--- src/rtl/fpba_pkg.sv ---
package fpba_pkg;

    // Table geometry
    localparam int BLOCKS    = 16;
    localparam int SIZE_BITS = 16;
    localparam int IDX_W     = (BLOCKS > 1) ? $clog2(BLOCKS) : 1;
    localparam int CNT_W     = $clog2(BLOCKS + 1);

    // Fixed field widths
    localparam int BIDX_W  = 4;
    localparam int AMT_W   = 16;
    localparam int CFG_IDX_W  = 4;
    localparam int CFG_DATA_W = 5;

    typedef logic [IDX_W-1:0]     addr_t;
    typedef logic [CNT_W-1:0]     cnt_t;
    typedef logic [SIZE_BITS-1:0] size_t;
    typedef logic [1:0]           policy_t;

    // Fit policy codes; the unused code behaves as first fit
    localparam policy_t POL_FIRST = 2'd0;
    localparam policy_t POL_BEST  = 2'd1;
    localparam policy_t POL_WORST = 2'd2;

    // Command codes
    localparam logic CMD_LOAD = 1'b0;
    localparam logic CMD_REQ  = 1'b1;

    // Configuration register indexes
    localparam logic [CFG_IDX_W-1:0] CFG_FIT_POLICY = 4'd0;
    localparam logic [CFG_IDX_W-1:0] CFG_NUM_BLOCKS = 4'd1;

    typedef enum logic [1:0] {
        ST_IDLE,
        ST_SCAN,
        ST_DONE
    } state_t;

    typedef struct packed {
        logic              cmd;
        logic [BIDX_W-1:0] block_index;
        logic [AMT_W-1:0]  amount;
    } item_t;

    typedef struct packed {
        logic              granted;
        logic [BIDX_W-1:0] chosen_block;
        logic [AMT_W-1:0]  size_left;
    } res_t;

    // Candidate decision for one scanned entry
    typedef struct packed {
        logic take;
        logic stop;
    } pick_t;

endpackage

--- src/rtl/fpba_pick.sv ---
module fpba_pick (
    input  fpba_pkg::policy_t policy,
    input  fpba_pkg::size_t   cand_size,
    input  fpba_pkg::size_t   req_size,
    input  logic              found,
    input  fpba_pkg::size_t   pick_size,
    output fpba_pkg::pick_t   pick
);

    logic fits;
    logic is_best;
    logic is_worst;
    logic better;

    // Policy compare for one entry against the current candidate
    always_comb
    begin
        fits     = (cand_size >= req_size);
        is_best  = (policy == fpba_pkg::POL_BEST);
        is_worst = (policy == fpba_pkg::POL_WORST);
        better   = (is_best && (cand_size < pick_size)) ||
                   (is_worst && (cand_size > pick_size));
        pick.take = fits && (!found || better);
        // first fit (and the spare code) ends on the first fitting entry
        pick.stop = fits && !is_best && !is_worst;
    end

endmodule

--- src/rtl/fpba_ctrl.sv ---
module fpba_ctrl (
    input  logic              clk,
    input  logic              rst_n,
    input  logic              in_valid,
    output logic              in_ready,
    input  fpba_pkg::item_t   in_item,
    input  fpba_pkg::policy_t policy,
    input  fpba_pkg::cnt_t    limit,
    output logic              res_valid,
    input  logic              res_ready,
    output fpba_pkg::res_t    res
);

    // Remaining-size table, one read and one write port
    fpba_pkg::size_t mem [fpba_pkg::BLOCKS];
    fpba_pkg::size_t rd_data_reg;
    fpba_pkg::addr_t rd_addr;
    logic            wr_en;
    fpba_pkg::addr_t wr_addr;
    fpba_pkg::size_t wr_data;

    fpba_pkg::state_t state_reg, state_next;
    fpba_pkg::addr_t  eval_idx_reg, eval_idx_next;
    fpba_pkg::cnt_t   limit_reg, limit_next;
    fpba_pkg::size_t  amt_reg, amt_next;
    logic             found_reg, found_next;
    fpba_pkg::addr_t  pick_idx_reg, pick_idx_next;
    fpba_pkg::size_t  pick_size_reg, pick_size_next;
    fpba_pkg::policy_t policy_reg, policy_next;

    fpba_pkg::pick_t  pick;
    fpba_pkg::size_t  in_amt;
    fpba_pkg::size_t  left;
    logic             accept;
    logic             last_entry;

    always_ff @(posedge clk)
    begin
        if (wr_en)
        begin
            mem[wr_addr] <= wr_data;
        end
        rd_data_reg <= mem[rd_addr];
    end

    fpba_pick u_pick (
        .policy    (policy_reg),
        .cand_size (rd_data_reg),
        .req_size  (amt_reg),
        .found     (found_reg),
        .pick_size (pick_size_reg),
        .pick      (pick)
    );

    always_ff @(posedge clk or negedge rst_n)
    begin
        if (!rst_n)
        begin
            state_reg <= fpba_pkg::ST_IDLE;
            found_reg <= 1'b0;
        end
        else
        begin
            state_reg <= state_next;
            found_reg <= found_next;
        end
    end

    always_ff @(posedge clk)
    begin
        eval_idx_reg  <= eval_idx_next;
        limit_reg     <= limit_next;
        amt_reg       <= amt_next;
        pick_idx_reg  <= pick_idx_next;
        pick_size_reg <= pick_size_next;
        policy_reg    <= policy_next;
    end

    // Sequencer: accept, scan one entry per cycle, write back and report
    always_comb
    begin
        state_next     = state_reg;
        eval_idx_next  = eval_idx_reg;
        limit_next     = limit_reg;
        amt_next       = amt_reg;
        found_next     = found_reg;
        pick_idx_next  = pick_idx_reg;
        pick_size_next = pick_size_reg;
        policy_next    = policy_reg;

        in_ready   = 1'b0;
        res_valid  = 1'b0;
        rd_addr    = '0;
        wr_en      = 1'b0;
        wr_addr    = fpba_pkg::IDX_W'(in_item.block_index);
        in_amt     = fpba_pkg::SIZE_BITS'(in_item.amount);
        wr_data    = in_amt;
        left       = pick_size_reg - amt_reg;
        accept     = 1'b0;
        last_entry = ((fpba_pkg::CNT_W'(eval_idx_reg) + 1'b1) == limit_reg);

        res.granted      = found_reg;
        res.chosen_block = found_reg ? fpba_pkg::BIDX_W'(pick_idx_reg) : '0;
        res.size_left    = found_reg ? fpba_pkg::AMT_W'(left) : '0;

        unique case (state_reg)
            fpba_pkg::ST_IDLE:
            begin
                in_ready = 1'b1;
                accept   = in_valid;
                if (accept && (in_item.cmd == fpba_pkg::CMD_LOAD))
                begin
                    // loads beyond the table are dropped
                    wr_en = (32'(in_item.block_index) < fpba_pkg::BLOCKS);
                end
                else if (accept)
                begin
                    amt_next      = in_amt;
                    limit_next    = limit;
                    policy_next   = policy;
                    found_next    = 1'b0;
                    eval_idx_next = '0;
                    state_next    = (limit == '0) ? fpba_pkg::ST_DONE
                                                  : fpba_pkg::ST_SCAN;
                end
            end

            fpba_pkg::ST_SCAN:
            begin
                rd_addr = eval_idx_reg + 1'b1;
                if (pick.take)
                begin
                    found_next     = 1'b1;
                    pick_idx_next  = eval_idx_reg;
                    pick_size_next = rd_data_reg;
                end
                eval_idx_next = eval_idx_reg + 1'b1;
                if (pick.stop || last_entry)
                begin
                    state_next = fpba_pkg::ST_DONE;
                end
            end

            fpba_pkg::ST_DONE:
            begin
                // hold until the output register can take the result
                if (res_ready)
                begin
                    res_valid  = 1'b1;
                    wr_en      = found_reg;
                    wr_addr    = pick_idx_reg;
                    wr_data    = left;
                    state_next = fpba_pkg::ST_IDLE;
                end
            end

            default:
            begin
                state_next = fpba_pkg::ST_IDLE;
            end
        endcase
    end

endmodule

--- src/rtl/fit_policy_block_allocator.sv ---
// Fit-policy block allocator. Holds the remaining size of 16 memory blocks in
// a table with one read and one write port. A load beat (tuser = 0) writes one
// block size and returns nothing. A request beat (tuser = 1) scans blocks
// 0 .. min(num_blocks, 16) - 1, one table read per cycle, then writes the
// reduced size back and returns one result; first fit stops at the first
// fitting block. The result sits in an output register so the next beat
// can be taken while it waits. Policy 0 is first fit, 1 best fit, 2 worst fit
// (3 acts as first fit); ties go to the lowest index. The table is not
// cleared at reset: load every block before requesting from it.
module fit_policy_block_allocator (
    input  logic        clk,
    input  logic        rst_n,
    // configuration writes
    input  logic        cfg_valid,
    output logic        cfg_ready,
    input  logic [3:0]  cfg_index,
    input  logic [4:0]  cfg_data,
    // input beats
    input  logic        s_tvalid,
    output logic        s_tready,
    input  logic [23:0] s_tdata,   // [3:0] block_index, [19:4] amount, [23:20] zero
    input  logic        s_tuser,   // [0] cmd
    // result beats
    output logic        m_tvalid,
    input  logic        m_tready,
    output logic [23:0] m_tdata,   // [3:0] chosen_block, [19:4] size_left, [23:20] zero
    output logic        m_tuser    // [0] granted
);

    fpba_pkg::policy_t fit_policy_reg;
    logic [4:0]        num_blocks_reg;
    fpba_pkg::cnt_t    limit;

    fpba_pkg::item_t   in_item;
    fpba_pkg::res_t    res;
    logic              res_valid;
    logic              res_ready;

    logic              out_valid_reg;
    fpba_pkg::res_t    out_reg;

    // Configuration registers
    assign cfg_ready = 1'b1;

    always_ff @(posedge clk or negedge rst_n)
    begin
        if (!rst_n)
        begin
            fit_policy_reg <= fpba_pkg::POL_FIRST;
            num_blocks_reg <= 5'd16;
        end
        else if (cfg_valid)
        begin
            if (cfg_index == fpba_pkg::CFG_FIT_POLICY)
            begin
                fit_policy_reg <= cfg_data[1:0];
            end
            else if (cfg_index == fpba_pkg::CFG_NUM_BLOCKS)
            begin
                num_blocks_reg <= cfg_data;
            end
        end
    end

    // Clamp the searched range to the table depth
    always_comb
    begin
        if (32'(num_blocks_reg) > fpba_pkg::BLOCKS)
        begin
            limit = fpba_pkg::CNT_W'(fpba_pkg::BLOCKS);
        end
        else
        begin
            limit = fpba_pkg::CNT_W'(num_blocks_reg);
        end
    end

    assign in_item.cmd         = s_tuser;
    assign in_item.block_index = s_tdata[3:0];
    assign in_item.amount      = s_tdata[19:4];

    fpba_ctrl u_ctrl (
        .clk       (clk),
        .rst_n     (rst_n),
        .in_valid  (s_tvalid),
        .in_ready  (s_tready),
        .in_item   (in_item),
        .policy    (fit_policy_reg),
        .limit     (limit),
        .res_valid (res_valid),
        .res_ready (res_ready),
        .res       (res)
    );

    // Output register
    assign res_ready = !out_valid_reg || m_tready;

    always_ff @(posedge clk or negedge rst_n)
    begin
        if (!rst_n)
        begin
            out_valid_reg <= 1'b0;
        end
        else if (res_ready)
        begin
            out_valid_reg <= res_valid;
        end
    end

    always_ff @(posedge clk)
    begin
        if (res_valid && res_ready)
        begin
            out_reg <= res;
        end
    end

    assign m_tvalid = out_valid_reg;
    assign m_tuser  = out_reg.granted;
    assign m_tdata  = {4'd0, out_reg.size_left, out_reg.chosen_block};

`ifndef NO_ASSERTIONS
    // A refused request reports zero block and size
    assert property (@(posedge clk) disable iff (!rst_n)
        (m_tvalid && !m_tuser) |-> (m_tdata == 24'd0))
        else $error("not-granted result carries nonzero fields");

    // A grant names a block inside the searched range
    assert property (@(posedge clk) disable iff (!rst_n)
        (m_tvalid && m_tuser) |-> (32'(m_tdata[3:0]) < 32'(num_blocks_reg)))
        else $error("granted block outside searched range");

    // No input beat is taken while a result is being handed over
    assert property (@(posedge clk) disable iff (!rst_n)
        res_valid |-> !s_tready)
        else $error("input accepted during result hand-off");

    // A result is only produced when the output register has room
    assert property (@(posedge clk) disable iff (!rst_n)
        (out_valid_reg && !m_tready) |-> !res_valid)
        else $error("result overwrote a waiting beat");
`endif

endmodule

--- config.mk ---
export PLATFORM = sky130hd
export DESIGN_NAME = fit_policy_block_allocator
export DESIGN_NICKNAME = d
export VERILOG_FILES = /design/src/rtl/fpba_pkg.sv /design/src/rtl/fpba_pick.sv /design/src/rtl/fpba_ctrl.sv /design/src/rtl/fit_policy_block_allocator.sv
export SDC_FILE = /design/constraint.sdc
export NUM_CORES = 1
export LEC_CHECK = 0
export ABC_CLOCK_PERIOD_IN_PS = 3450
export BUFFER_PORTS_ARGS = -buffer_cell sky130_fd_sc_hd__buf_2
export CAP_MARGIN = 20
export CORE_AREA = 2 2 175 177
export DETAILED_ROUTE_END_ITERATION = 7
export DIE_AREA = 0 0 177 179
export HOLD_SLACK_MARGIN = 0.03
export PLACE_DENSITY_LB_ADDON = 0.3
export SLEW_MARGIN = 20
export SYNTH_ARGS = -nofsm -noshare
export SYNTH_HDL_FRONTEND = slang
export SYNTH_SLANG_ARGS = --single-unit
export TNS_END_PERCENT = 100
--- constraint.sdc ---
create_clock -name clk -period 3.45 [get_ports clk]
set_clock_uncertainty 0.15 [all_clocks]
set_input_delay 0.69 -clock clk [delete_from_list [all_inputs] [get_ports clk]]
set_output_delay 0.69 -clock clk [all_outputs]
set_load 0.005 [all_outputs]
==> results.ini, run 1 <==
[clocking]
clkSlewWorstSetupHoldPaths_ps=60
h-tree-depth=2
clk_path_buf_depth=3
clkSinkCount=351
root_buffer=sky130_fd_sc_hd__clkbuf_16
clock_latency_ps=520
tritoncts=built
post-cts-setup-buffer-count=0
cts_inserted_buffers=38

[sta]
timing.fmax_mhz=333.5
report.final.hold_viol_count=0
setup_viol=0
slew_headroom_pct=43.66
finalCritPeriodShare_pct=86.91
grt_setup_unrepaired=false
timing_worst_slew_pin_value_ps=845.1
shortest_period_the_worst_path_allows_ps=2998
final.setup.tns_ps=0
timing_max_transition_violations_final=0

[finish]
max_flop_register=u_ctrl.mem
mostFrequentLayoutCell=sky130_fd_sc_hd__edfxtp_1
final-instance-count-excl-fill=1605
antenna_cells=0
most_frequent_cells_in_the_layout=324 x sky130_fd_sc_hd__edfxtp_1, 124 x sky130_fd_sc_hd__nand2_1, 57 x sky130_fd_sc_hd__nor2_1, 57 x sky130_fd_sc_hd__buf_2, 48 x sky130_fd_sc_hd__ha_1
synthToLayoutAreaGrowth_pct=14.01
final_nets=1270
final_layout_size_suffix_gt1_share_pct=16.13
largest_register_ffs=256
final_util_pct=57.25

[outcome]
run_status=completed

[pwr]
power_density_nw_per_um2=846.2
seqPwrFrac_pct=39.9
share_comb_of_total_power_pct=34.0
vdd_drop_max_v=0.0005305
power_switching_share_pct=35.27
static-leakage-power_nw=6.179
switching_power_w=0.005131
share_clk_of_total_power_pct=26.0
finalPower_w=0.01455
power_report.internal_total_w=0.009417

[die]
ios=67
placeableCoreArea_um2=30030
start_util_pct=50.22
die_height_um=179
die_w_um=177
die_area_um2=31680
rows=64

[critical_path]
timing.critical_path.cells=inv_1 -> ha_1 -> fa_1 -> nand2b_1 -> a21oi_1 -> o2bb2ai_1 -> o221ai_1 -> xor2_1 -> o21ai_1 -> buf_4
critical_path.top_delay_family=compound AO/OA/AOI/OAI gates
worstPathRequired_ps=3540
timing.critical_path.to_type=flop
max_stage_delay_ps=460
critical_path_arrival_ps=3090
critical_path.slowest_cell=sky130_fd_sc_hd__fa_1
cp_max_fo=16
cp.buffers_inverters=2
timing.setup.critical_path_class=reg2reg
startpoint_type=flop

[synthesis]
yosysWarnings=0
postSynthCellCount=1092
syn-mean-instance-area_um2=13.81
synth.ff_latch_count=351
async_reset_ff_share_pct=3.134
synth_sequential_area_ratio_pct=68.48
synth_cell_types=66
synth-main-ff-cell=sky130_fd_sc_hd__edfxtp_1
post_synthesis_cell_area_um2=15080
post-synth-top-area-cell=sky130_fd_sc_hd__edfxtp_1
synth_enable_flop_cells=324
leading_cell_types_by_total_area_after_synthesis=sky130_fd_sc_hd__edfxtp_1 65%, sky130_fd_sc_hd__ha_1 4.0%, sky130_fd_sc_hd__nand2_1 3.1%
synth_top_area_share_pct=64.52

[min_path]
hold_path.class=in2reg

[run]
cap_violations=0

[route]
wl_per_cell_um=21.96
route.antenna.remaining_nets=0
firstDrtPassIters=5
finalWirelength_um=35240
vias=9317
post_drt_via_cell_ratio=5.805
1st_iter_drt_viols=996
drcViolationCount=0

[grt]
global_route.usage.total_pct=22.79
global_route.overflow_total=0
grt_start_max_net_pins=50
grt_pass1_vias=9338
antenna_found_initial=0
first_pass_grt_wire_length_um=54030

[placement]
gp_routability_congestion=0.8437
dp_hpwl_um=22550
dpl.cell_count=1537
port_buf_inserts=57

## stage by stage
step	setup slack [ps]	hold WS, ps	cell area (um^2)
floorplan	51.55	244.4	15090
finish	451.7	222.3	17190
global placement	508.6	269.0	16020
global route	250.5	214.7	17190
CTS	462.1	211.6	17190
detailed placement	489.6	279.0	16020
## worst register-to-register path, delay by kind of cell, from the launching register on
kind | cells | cell delay, ps
xor+xnor | 1 | 230
buf+inv | 2 | 270
flops | 1 | 360
compound gates | 4 | 840
fa+ha+maj | 2 | 680
simple gates | 1 | 180
## kinds of logic after synthesis
family	share of synthesized area (%)
multiplexers	2.746
other	0.04980
AO/OA/AOI/OAI	10.89
XOR/XNOR	1.153
buffers and inverters	2.979
flip-flops	68.48
AND/OR/NAND/NOR	9.583
adder cells (fa/ha/maj)	4.116
## cells in the mapped netlist (7+ instances only)
master	instances
sky130_fd_sc_hd__a21oi_1	36
sky130_fd_sc_hd__dfrtp_1	10
sky130_fd_sc_hd__nand3_1	11
sky130_fd_sc_hd__buf_2	9
sky130_fd_sc_hd__o21ai_1	7
sky130_fd_sc_hd__and3_1	16
sky130_fd_sc_hd__edfxtp_1	324
sky130_fd_sc_hd__mux2_2	11
sky130_fd_sc_hd__mux4_2	12
sky130_fd_sc_hd__and2_1	30
sky130_fd_sc_hd__clkbuf_1	36
sky130_fd_sc_hd__buf_4	7
sky130_fd_sc_hd__o22ai_1	16
sky130_fd_sc_hd__nand2b_1	12
sky130_fd_sc_hd__a211oi_1	31
sky130_fd_sc_hd__a31oi_1	24
sky130_fd_sc_hd__nor3_1	11
sky130_fd_sc_hd__o221ai_1	21
sky130_fd_sc_hd__inv_1	42
sky130_fd_sc_hd__nor2_1	58
sky130_fd_sc_hd__nor2b_1	9
sky130_fd_sc_hd__xnor2_1	13
sky130_fd_sc_hd__o211ai_1	11
sky130_fd_sc_hd__o21ai_0	41
sky130_fd_sc_hd__dfxtp_1	16
sky130_fd_sc_hd__a21o_1	8
sky130_fd_sc_hd__a311oi_1	14
sky130_fd_sc_hd__ha_1	48
sky130_fd_sc_hd__nand2_1	124
sky130_fd_sc_hd__a22oi_1	12
## power by group through the flow
stage	clock network [W]	registers (W)	logic (W)
after global placement	0	0.00588	0.00483
after floorplan	0	0.00578	0.00330
final	0.00379	0.00581	0.00495
after CTS	0.00384	0.00581	0.00496
after detailed placement	0	0.00590	0.00494
after global routing	0.00401	0.00585	0.00547
## layout make-up
type | instances | area (um^2)
clock buffer | 51 | 1041
clock inverter | 16 | 120.1
fill | 2373 | 12840
inverter | 43 | 166.4
multi-input combinational | 642 | 4350
sequential | 351 | 10330
tap | 396 | 495.5
timing repair buffer | 106 | 693.2
## what timing repair did
item | 4_1_cts | 5_1_grt
endpoints found under the hold margin | 10 | 0
resized for setup | 0 | 0
endpoints found under the setup margin | 0 | 0
hold buffers | 1 | 0
## per-layer routing
metal	up-vias	track usage [%]	share of wire, %	wire (um)
li1	4353	-	-	-
met1	4597	29.99	42	14730
met2	302	39.43	49	17420
met3	65	3.159	6.2	2182
met4	0	6.956	2.6	909
met5	-	0	0	0
## final timing paths
| kind | end | slack (ps) | cells after the start | from |
|---|---|---|---|---|
| hold reg to reg | u_ctrl.pick_size_reg[0]$_DFFE_PP_ | 300 | 0 | u_ctrl.rd_data_reg[0]$_DFF_P_ |
| max in group asynchronous | num_blocks_reg[4]$_DFFE_PN1P_ | 2470 | 2 | rst_n |
| min in group asynchronous | u_ctrl.found_reg$_DFFE_PN0P_ | 410 | 2 | rst_n |
| setup / recovery | u_ctrl.mem[9][14]$_DFFE_PP_ | 450 | 10 | u_ctrl.pick_size_reg[0]$_DFFE_PP_ |
| setup reg to reg | u_ctrl.mem[9][14]$_DFFE_PP_ | 450 | 10 | u_ctrl.pick_size_reg[0]$_DFFE_PP_ |
| hold / removal | u_ctrl.amt_reg[14]$_DFFE_PP_ | 220 | 1 | s_tdata[18] |
No activity file was read; power rests on OpenSTA's default activity.
==> run 2, diff against run 1 <==
--- a/config.mk
+++ b/config.mk
@@ -12,7 +12,7 @@
 export DETAILED_ROUTE_END_ITERATION = 7
 export DIE_AREA = 0 0 177 179
 export HOLD_SLACK_MARGIN = 0.03
-export PLACE_DENSITY_LB_ADDON = 0.3
+export PLACE_DENSITY = 0.69
 export SLEW_MARGIN = 20
 export SYNTH_ARGS = -nofsm -noshare
 export SYNTH_HDL_FRONTEND = slang
==> results.ini, run 2 (synthesis gave the netlist of run 1 again) <==
[grt]
global_route.usage.total_pct=21.92  ; -0.87 points
met2_usage_pct=38.05  ; -1.4 points
first_pass_grt_wire_length_um=51870  ; -4.0%
grt_start_max_net_pins=77  ; +54%
busiest_layer=met2
global_route.overflow_total=0  ; unchanged
grt_pass1_vias=9106  ; -2.5%
grt.met3_usage_pct=3.011  ; -0.15 points
antenna_found_initial=0  ; unchanged
grt_use_met1_pct=28.06  ; -1.9 points

[sta]
grt_setup_unrepaired=false
report.final.hold_viol_count=0  ; unchanged
fin_hold_ws_ps=215.7  ; -6.602 ps
slew_headroom_pct=34.54  ; -9.1 points
finalCritPeriodShare_pct=92.34  ; +5.4 points
shortest_period_the_worst_path_allows_ps=3186  ; +187.4 ps
timing_max_transition_violations_final=0  ; unchanged
timing.fmax_mhz=313.9  ; -5.9%
final.setup.tns_ps=0  ; unchanged
setup_viol=0  ; unchanged
timing_worst_slew_pin_value_ps=977.1  ; +132.0 ps

[clocking]
clk_path_buf_depth=3  ; unchanged
clock_latency_ps=520  ; about the same
h-tree-depth=2  ; unchanged
clkSlewWorstSetupHoldPaths_ps=60  ; about the same
post_cts.resized_instances=0  ; unchanged
cts_inserted_buffers=36  ; -5.3%
root_buffer=sky130_fd_sc_hd__clkbuf_16
clkSinkCount=351  ; unchanged
tritoncts=built

[pwr]
static-leakage-power_nw=6.187  ; +0.13%
seqPwrFrac_pct=40.1  ; +0.2 points
share_clk_of_total_power_pct=25.6  ; -0.4 points
power_density_nw_per_um2=838.9  ; -0.86%
switching_power_w=0.005000  ; -2.5%
power_report.internal_total_w=0.009398  ; -0.20%
vdd_drop_max_v=0.0006150  ; +16%
share_comb_of_total_power_pct=34.3  ; +0.3 points
power_switching_share_pct=34.73  ; -0.54 points

[finish]
largest_register_ffs=256  ; unchanged
seq_area_um2=10330  ; unchanged
most_frequent_cells_in_the_layout=324 x sky130_fd_sc_hd__edfxtp_1, 124 x sky130_fd_sc_hd__nand2_1, 57 x sky130_fd_sc_hd__nor2_1, 57 x sky130_fd_sc_hd__buf_2, 48 x sky130_fd_sc_hd__ha_1
final_layout_size_suffix_gt1_share_pct=16.00  ; -0.13 points
mostFrequentLayoutCell=sky130_fd_sc_hd__edfxtp_1
final_nets=1269  ; -0.079%
final-instance-count-excl-fill=1602  ; -0.19%
synthToLayoutAreaGrowth_pct=13.82
multi_input_comb_area_um2=4350  ; unchanged
antenna_cells=0  ; unchanged
max_flop_register=u_ctrl.mem
fill_cell_instance_count_of_the_final_layout=2350  ; -0.97%

[placement]
port_buf_inserts=57  ; unchanged
dp_hpwl_um=22020  ; -2.4%
dpl.cell_count=1538  ; +0.065%
gp_routability_congestion=0.9166  ; +8.6%

[min_path]
min_delay_worst_endpoint=u_ctrl.amt_reg[10]$_DFFE_PP_
timing.hold.worst_path_depth=1  ; unchanged
hold_path.class=in2reg
start_point_of_the_worst_min_delay_path=s_tdata[14]

[critical_path]
length_in_cells_of_the_worst_reg_to_reg_path=9  ; -1
timing.setup.critical_path_class=reg2reg
critical_path.slowest_cell=sky130_fd_sc_hd__nor4_1
origin_of_the_critical_flop_to_flop_path=u_ctrl.pick_size_reg[15]$_DFFE_PP_
critical_path.startpoint=u_ctrl.pick_size_reg[15]$_DFFE_PP_
startpoint_type=flop
timing.critical_path.to_type=flop
critical_path_arrival_ps=3260  ; +170 ps
rr_endpoint=u_ctrl.pick_size_reg[15]$_DFFE_PP_
ff2ff_setup_slack_ps=260  ; -190 ps
max_stage_delay_ps=570  ; +110 ps
timing.critical_path.cells=inv_1 -> ha_1 -> nand4_1 -> nor4_1 -> a21boi_0 -> nor4bb_1 -> mux2i_1 -> a21oi_2 -> buf_4
cp_max_fo=6  ; -10
worstPathRequired_ps=3530  ; about the same

[route]
route.antenna.remaining_nets=0  ; unchanged
wl_per_cell_um=21.38  ; -2.6%
vias=9322  ; +0.054%
drcViolationCount=0  ; unchanged
finalWirelength_um=34250  ; -2.8%
1st_iter_drt_viols=1028  ; +3.2%
firstDrtPassIters=6  ; +1
post_drt_via_cell_ratio=5.819  ; +0.24%

[die]
ios=67  ; unchanged
die_area_um2=31680  ; unchanged
die_height_um=179  ; unchanged
rows=64  ; unchanged
placeableCoreArea_um2=30030  ; unchanged
start_util_pct=50.22  ; unchanged
die_w_um=177  ; unchanged

[outcome]
run_status=completed

[run]
cap_violations=0  ; unchanged

[run 2: changes by cell type in the layout (fill, tap and decap cells not counted), sizes merged]
cell      before  now
buf          105  106
bufinv         1    2
inv           45   44
clkinvlp       5    0
clkinv         8    9
[run 2: what timing repair did]
item | in CTS | in global routing
buffers inserted | 0 | 0
endpoints found under the hold margin | 10 | 0
hold buffers | 1 | 0
[run 2: worst max-delay path: cells and delay by family (launching register included)]
family,cells,cell delay (ps)
DFF,1,370
buffers and inverters,2,290
muxes,1,160
AOI/OAI and AO/OA,2,750
and+or+nand+nor,3,890
adders and majority gates,1,290
[run 2: cell type report]
| class | count | share of cell area (%) |
|---|---|---|
| sequential | 351 | 60.17 |
| clock buffer | 51 | 5.810 |
| timing repair buffer | 107 | 4.083 |
| inverter | 43 | 0.9696 |
| multi-input combinational | 642 | 25.35 |
| tap | 396 | 2.887 |
| clock inverter | 12 | 0.7363 |
[run 2: worst max path at each step]
stage	endpoint	cells after the start	slack (ps)
floorplan	u_ctrl.mem[0][0]$_DFFE_PP_	6	50
global placement	u_ctrl.pick_size_reg[12]$_DFFE_PP_	9	390
detailed placement	u_ctrl.pick_size_reg[13]$_DFFE_PP_	9	330
CTS	u_ctrl.pick_size_reg[15]$_DFFE_PP_	9	250
global route	u_ctrl.pick_size_reg[15]$_DFFE_PP_	9	60
finish	u_ctrl.pick_size_reg[15]$_DFFE_PP_	9	260
[run 2: power by group through the flow]
stage	Sequential, W	Combinational, W	Clock (W)
floorplan	0.00578	0.00330	0
global placement	0.00585	0.00482	0
global route	0.00581	0.00542	0.00391
finish	0.00577	0.00495	0.00368
detailed placement	0.00586	0.00492	0
CTS	0.00577	0.00495	0.00374
[run 2: per-layer routing]
layer / routed length (um) / share of wire [%]
met3: 2083 / 6.1
met1: 13940 / 41
met4: 1145 / 3.3
met5: 0 / 0
met2: 17080 / 50
[run 2: metrics by stage]
step,cell area [um^2],utilization (%),total power (W),setup WS [ps]
after global placement,16030,53.38,0.01067,388.8
after global routing,17160,57.15,0.01514,62.79
after floorplan,15090,-,0.009074,51.55
after detailed placement,16030,53.38,0.01078,325.5
final,17160,57.15,0.01440,264.3
after CTS,17160,57.15,0.01446,246.2
==> run 3, diff against run 2 <==
--- a/config.mk
+++ b/config.mk
@@ -13,6 +13,7 @@
 export DIE_AREA = 0 0 177 179
 export HOLD_SLACK_MARGIN = 0.03
 export PLACE_DENSITY = 0.69
+export RECOVER_POWER = 25
 export SLEW_MARGIN = 20
 export SYNTH_ARGS = -nofsm -noshare
 export SYNTH_HDL_FRONTEND = slang
==> results.ini, run 3 (synthesis gave the netlist of run 1 again) <==
[route]
post_drt_via_cell_ratio=5.821  ; about the same
finalWirelength_um=34290  ; +0.11%
1st_iter_drt_viols=1079  ; +5.0%
firstDrtPassIters=5  ; -1
vias=9326  ; +0.043%
route.antenna.remaining_nets=0  ; unchanged
drcViolationCount=0  ; unchanged
wl_per_cell_um=21.40  ; +0.11%

[clocking]
cts_hold_buffers_added=1  ; unchanged
cts_inserted_buffers=36  ; unchanged
root_buffer=sky130_fd_sc_hd__clkbuf_16
clkSinkCount=351  ; unchanged
tritoncts=built
post-cts-setup-buffer-count=0  ; unchanged
h-tree-depth=2  ; unchanged
post_cts.resized_instances=0  ; unchanged
clkSlewWorstSetupHoldPaths_ps=60  ; about the same
clk_path_buf_depth=3  ; unchanged
clock_latency_ps=520  ; about the same

[critical_path]
ff2ff_setup_slack_ps=290  ; +20 ps
worstPathRequired_ps=3530  ; about the same
rr_endpoint=u_ctrl.pick_size_reg[15]$_DFFE_PP_
startpoint_type=flop
critical_path_arrival_ps=3240  ; -20 ps
origin_of_the_critical_flop_to_flop_path=u_ctrl.pick_size_reg[15]$_DFFE_PP_
timing.critical_path.to_type=flop
timing.setup.critical_path_class=reg2reg
length_in_cells_of_the_worst_reg_to_reg_path=9  ; unchanged
cp_max_fo=6  ; unchanged

[sta]
finalCritPeriodShare_pct=91.70  ; -0.64 points
shortest_period_the_worst_path_allows_ps=3164  ; -22.07 ps
report.final.hold_viol_count=0  ; unchanged
grt_setup_unrepaired=false
final.setup.tns_ps=0  ; unchanged
slew_headroom_pct=-5.018  ; -40 points
setup_viol=0  ; unchanged
timing_worst_slew_pin_value_ps=1575  ; +598.1 ps
timing.fmax_mhz=316.1  ; +0.70%
timing_max_transition_violations_final=26  ; +26
post-route-worst-setup-slack_ps=286.4  ; +22.07 ps
fin_hold_ws_ps=215.5  ; -0.2440 ps

[grt]
antenna_found_initial=0  ; unchanged
first_pass_grt_wire_length_um=51870  ; unchanged
global_route.usage.total_pct=21.92  ; unchanged
grt_pass1_vias=9106  ; unchanged
global_route.overflow_total=0  ; unchanged
grt_start_max_net_pins=77  ; unchanged

[placement]
dp_hpwl_um=22020  ; unchanged
gp_routability_congestion=0.9166  ; unchanged
detailedPlace.worstSlack_ps=325.5  ; unchanged
port_buf_inserts=57  ; unchanged

[die]
start_util_pct=50.22  ; unchanged
rows=64  ; unchanged
ios=67  ; unchanged
die_area_um2=31680  ; unchanged
die_height_um=179  ; unchanged
die_w_um=177  ; unchanged
placeableCoreArea_um2=30030  ; unchanged

[finish]
max_flop_register=u_ctrl.mem
multi_input_comb_area_um2=4350  ; unchanged
final_layout_size_suffix_gt1_share_pct=13.68  ; -2.3 points
largest_register_ffs=256  ; unchanged
seq_area_um2=10330  ; unchanged
fill_cell_instance_count_of_the_final_layout=2366  ; +0.68%
final_nets=1269  ; unchanged
mostFrequentLayoutCell=sky130_fd_sc_hd__edfxtp_1
most_frequent_cells_in_the_layout=324 x sky130_fd_sc_hd__edfxtp_1, 124 x sky130_fd_sc_hd__nand2_1, 57 x sky130_fd_sc_hd__nor2_1, 48 x sky130_fd_sc_hd__ha_1, 42 x sky130_fd_sc_hd__inv_1
antenna_cells=0  ; unchanged
final_util_pct=57.00  ; -0.16 points
synthToLayoutAreaGrowth_pct=13.50

[pwr]
vdd_drop_max_v=0.0006359  ; +3.4%
power_density_nw_per_um2=840.5  ; +0.19%
static-leakage-power_nw=6.108  ; -1.3%

[run]
cap_violations=1  ; +1

[min_path]
min_delay_worst_endpoint=u_ctrl.amt_reg[10]$_DFFE_PP_
hold_path.class=in2reg
start_point_of_the_worst_min_delay_path=s_tdata[14]
timing.hold.worst_path_depth=1  ; unchanged

[outcome]
run_status=complete, but fails checks
failing_checks=capacitance limit, slew limit

==> run 3: worst max-delay path, cell delays in order, from the launching register on <==
cell and delay [ps]:
sky130_fd_sc_hd__edfxtp_1 370, sky130_fd_sc_hd__inv_1 60, sky130_fd_sc_hd__ha_1 290, sky130_fd_sc_hd__nand4_1 170
sky130_fd_sc_hd__nor4_1 550, sky130_fd_sc_hd__a21boi_0 300, sky130_fd_sc_hd__nor4bb_1 150, sky130_fd_sc_hd__mux2i_1 160
sky130_fd_sc_hd__a21oi_2 430, sky130_fd_sc_hd__buf_4 230
==> run 3: worst max path at each step <==
stage / start / to / cells past startpoint
global route: u_ctrl.pick_size_reg[15]$_DFFE_PP_ / u_ctrl.pick_size_reg[15]$_DFFE_PP_ / 9
finish: u_ctrl.pick_size_reg[15]$_DFFE_PP_ / u_ctrl.pick_size_reg[15]$_DFFE_PP_ / 9
floorplan: m_tready / u_ctrl.mem[0][0]$_DFFE_PP_ / 6
global placement: u_ctrl.pick_size_reg[15]$_DFFE_PP_ / u_ctrl.pick_size_reg[12]$_DFFE_PP_ / 9
detailed placement: u_ctrl.pick_size_reg[15]$_DFFE_PP_ / u_ctrl.pick_size_reg[13]$_DFFE_PP_ / 9
CTS: u_ctrl.pick_size_reg[15]$_DFFE_PP_ / u_ctrl.pick_size_reg[15]$_DFFE_PP_ / 9
==> run 3: final cells by class <==
cell class | instances | share of cell area [%]
multi-input cells | 642 | 25.42
clock buffers | 51 | 5.826
inverters | 43 | 0.9723
well taps | 396 | 2.895
flip-flops and latches | 351 | 60.33
repair buffers | 107 | 3.816
clock inverters | 12 | 0.7384
==> run 3: routing by layer <==
layer | vias to the layer above | track usage, % | part of all wire [%]
li1 | 4344 | - | -
met1 | 4584 | 28.06 | 41
met2 | 327 | 38.05 | 50
met3 | 71 | 3.011 | 5.6
met4 | 0 | 8.333 | 3.3
met5 | - | 0 | 0
==> run 3: through the flow <==
step,instance area [um^2],total power (W),cells
2_1_floorplan,15090,0.009074,1095
3_3_place_gp,16030,0.01067,1538
4_1_cts,17160,0.01446,1602
6_report,17120,0.01439,1602
5_1_grt,17120,0.01512,1602
3_5_place_dp,16030,0.01078,1538
==> run 3: where the power goes <==
group,switching [W],internal (W)
Combinational,0.00324,0.00168
Clock,0.00152,0.00217
Sequential,0.000255,0.00552
Total,0.00502,0.00937
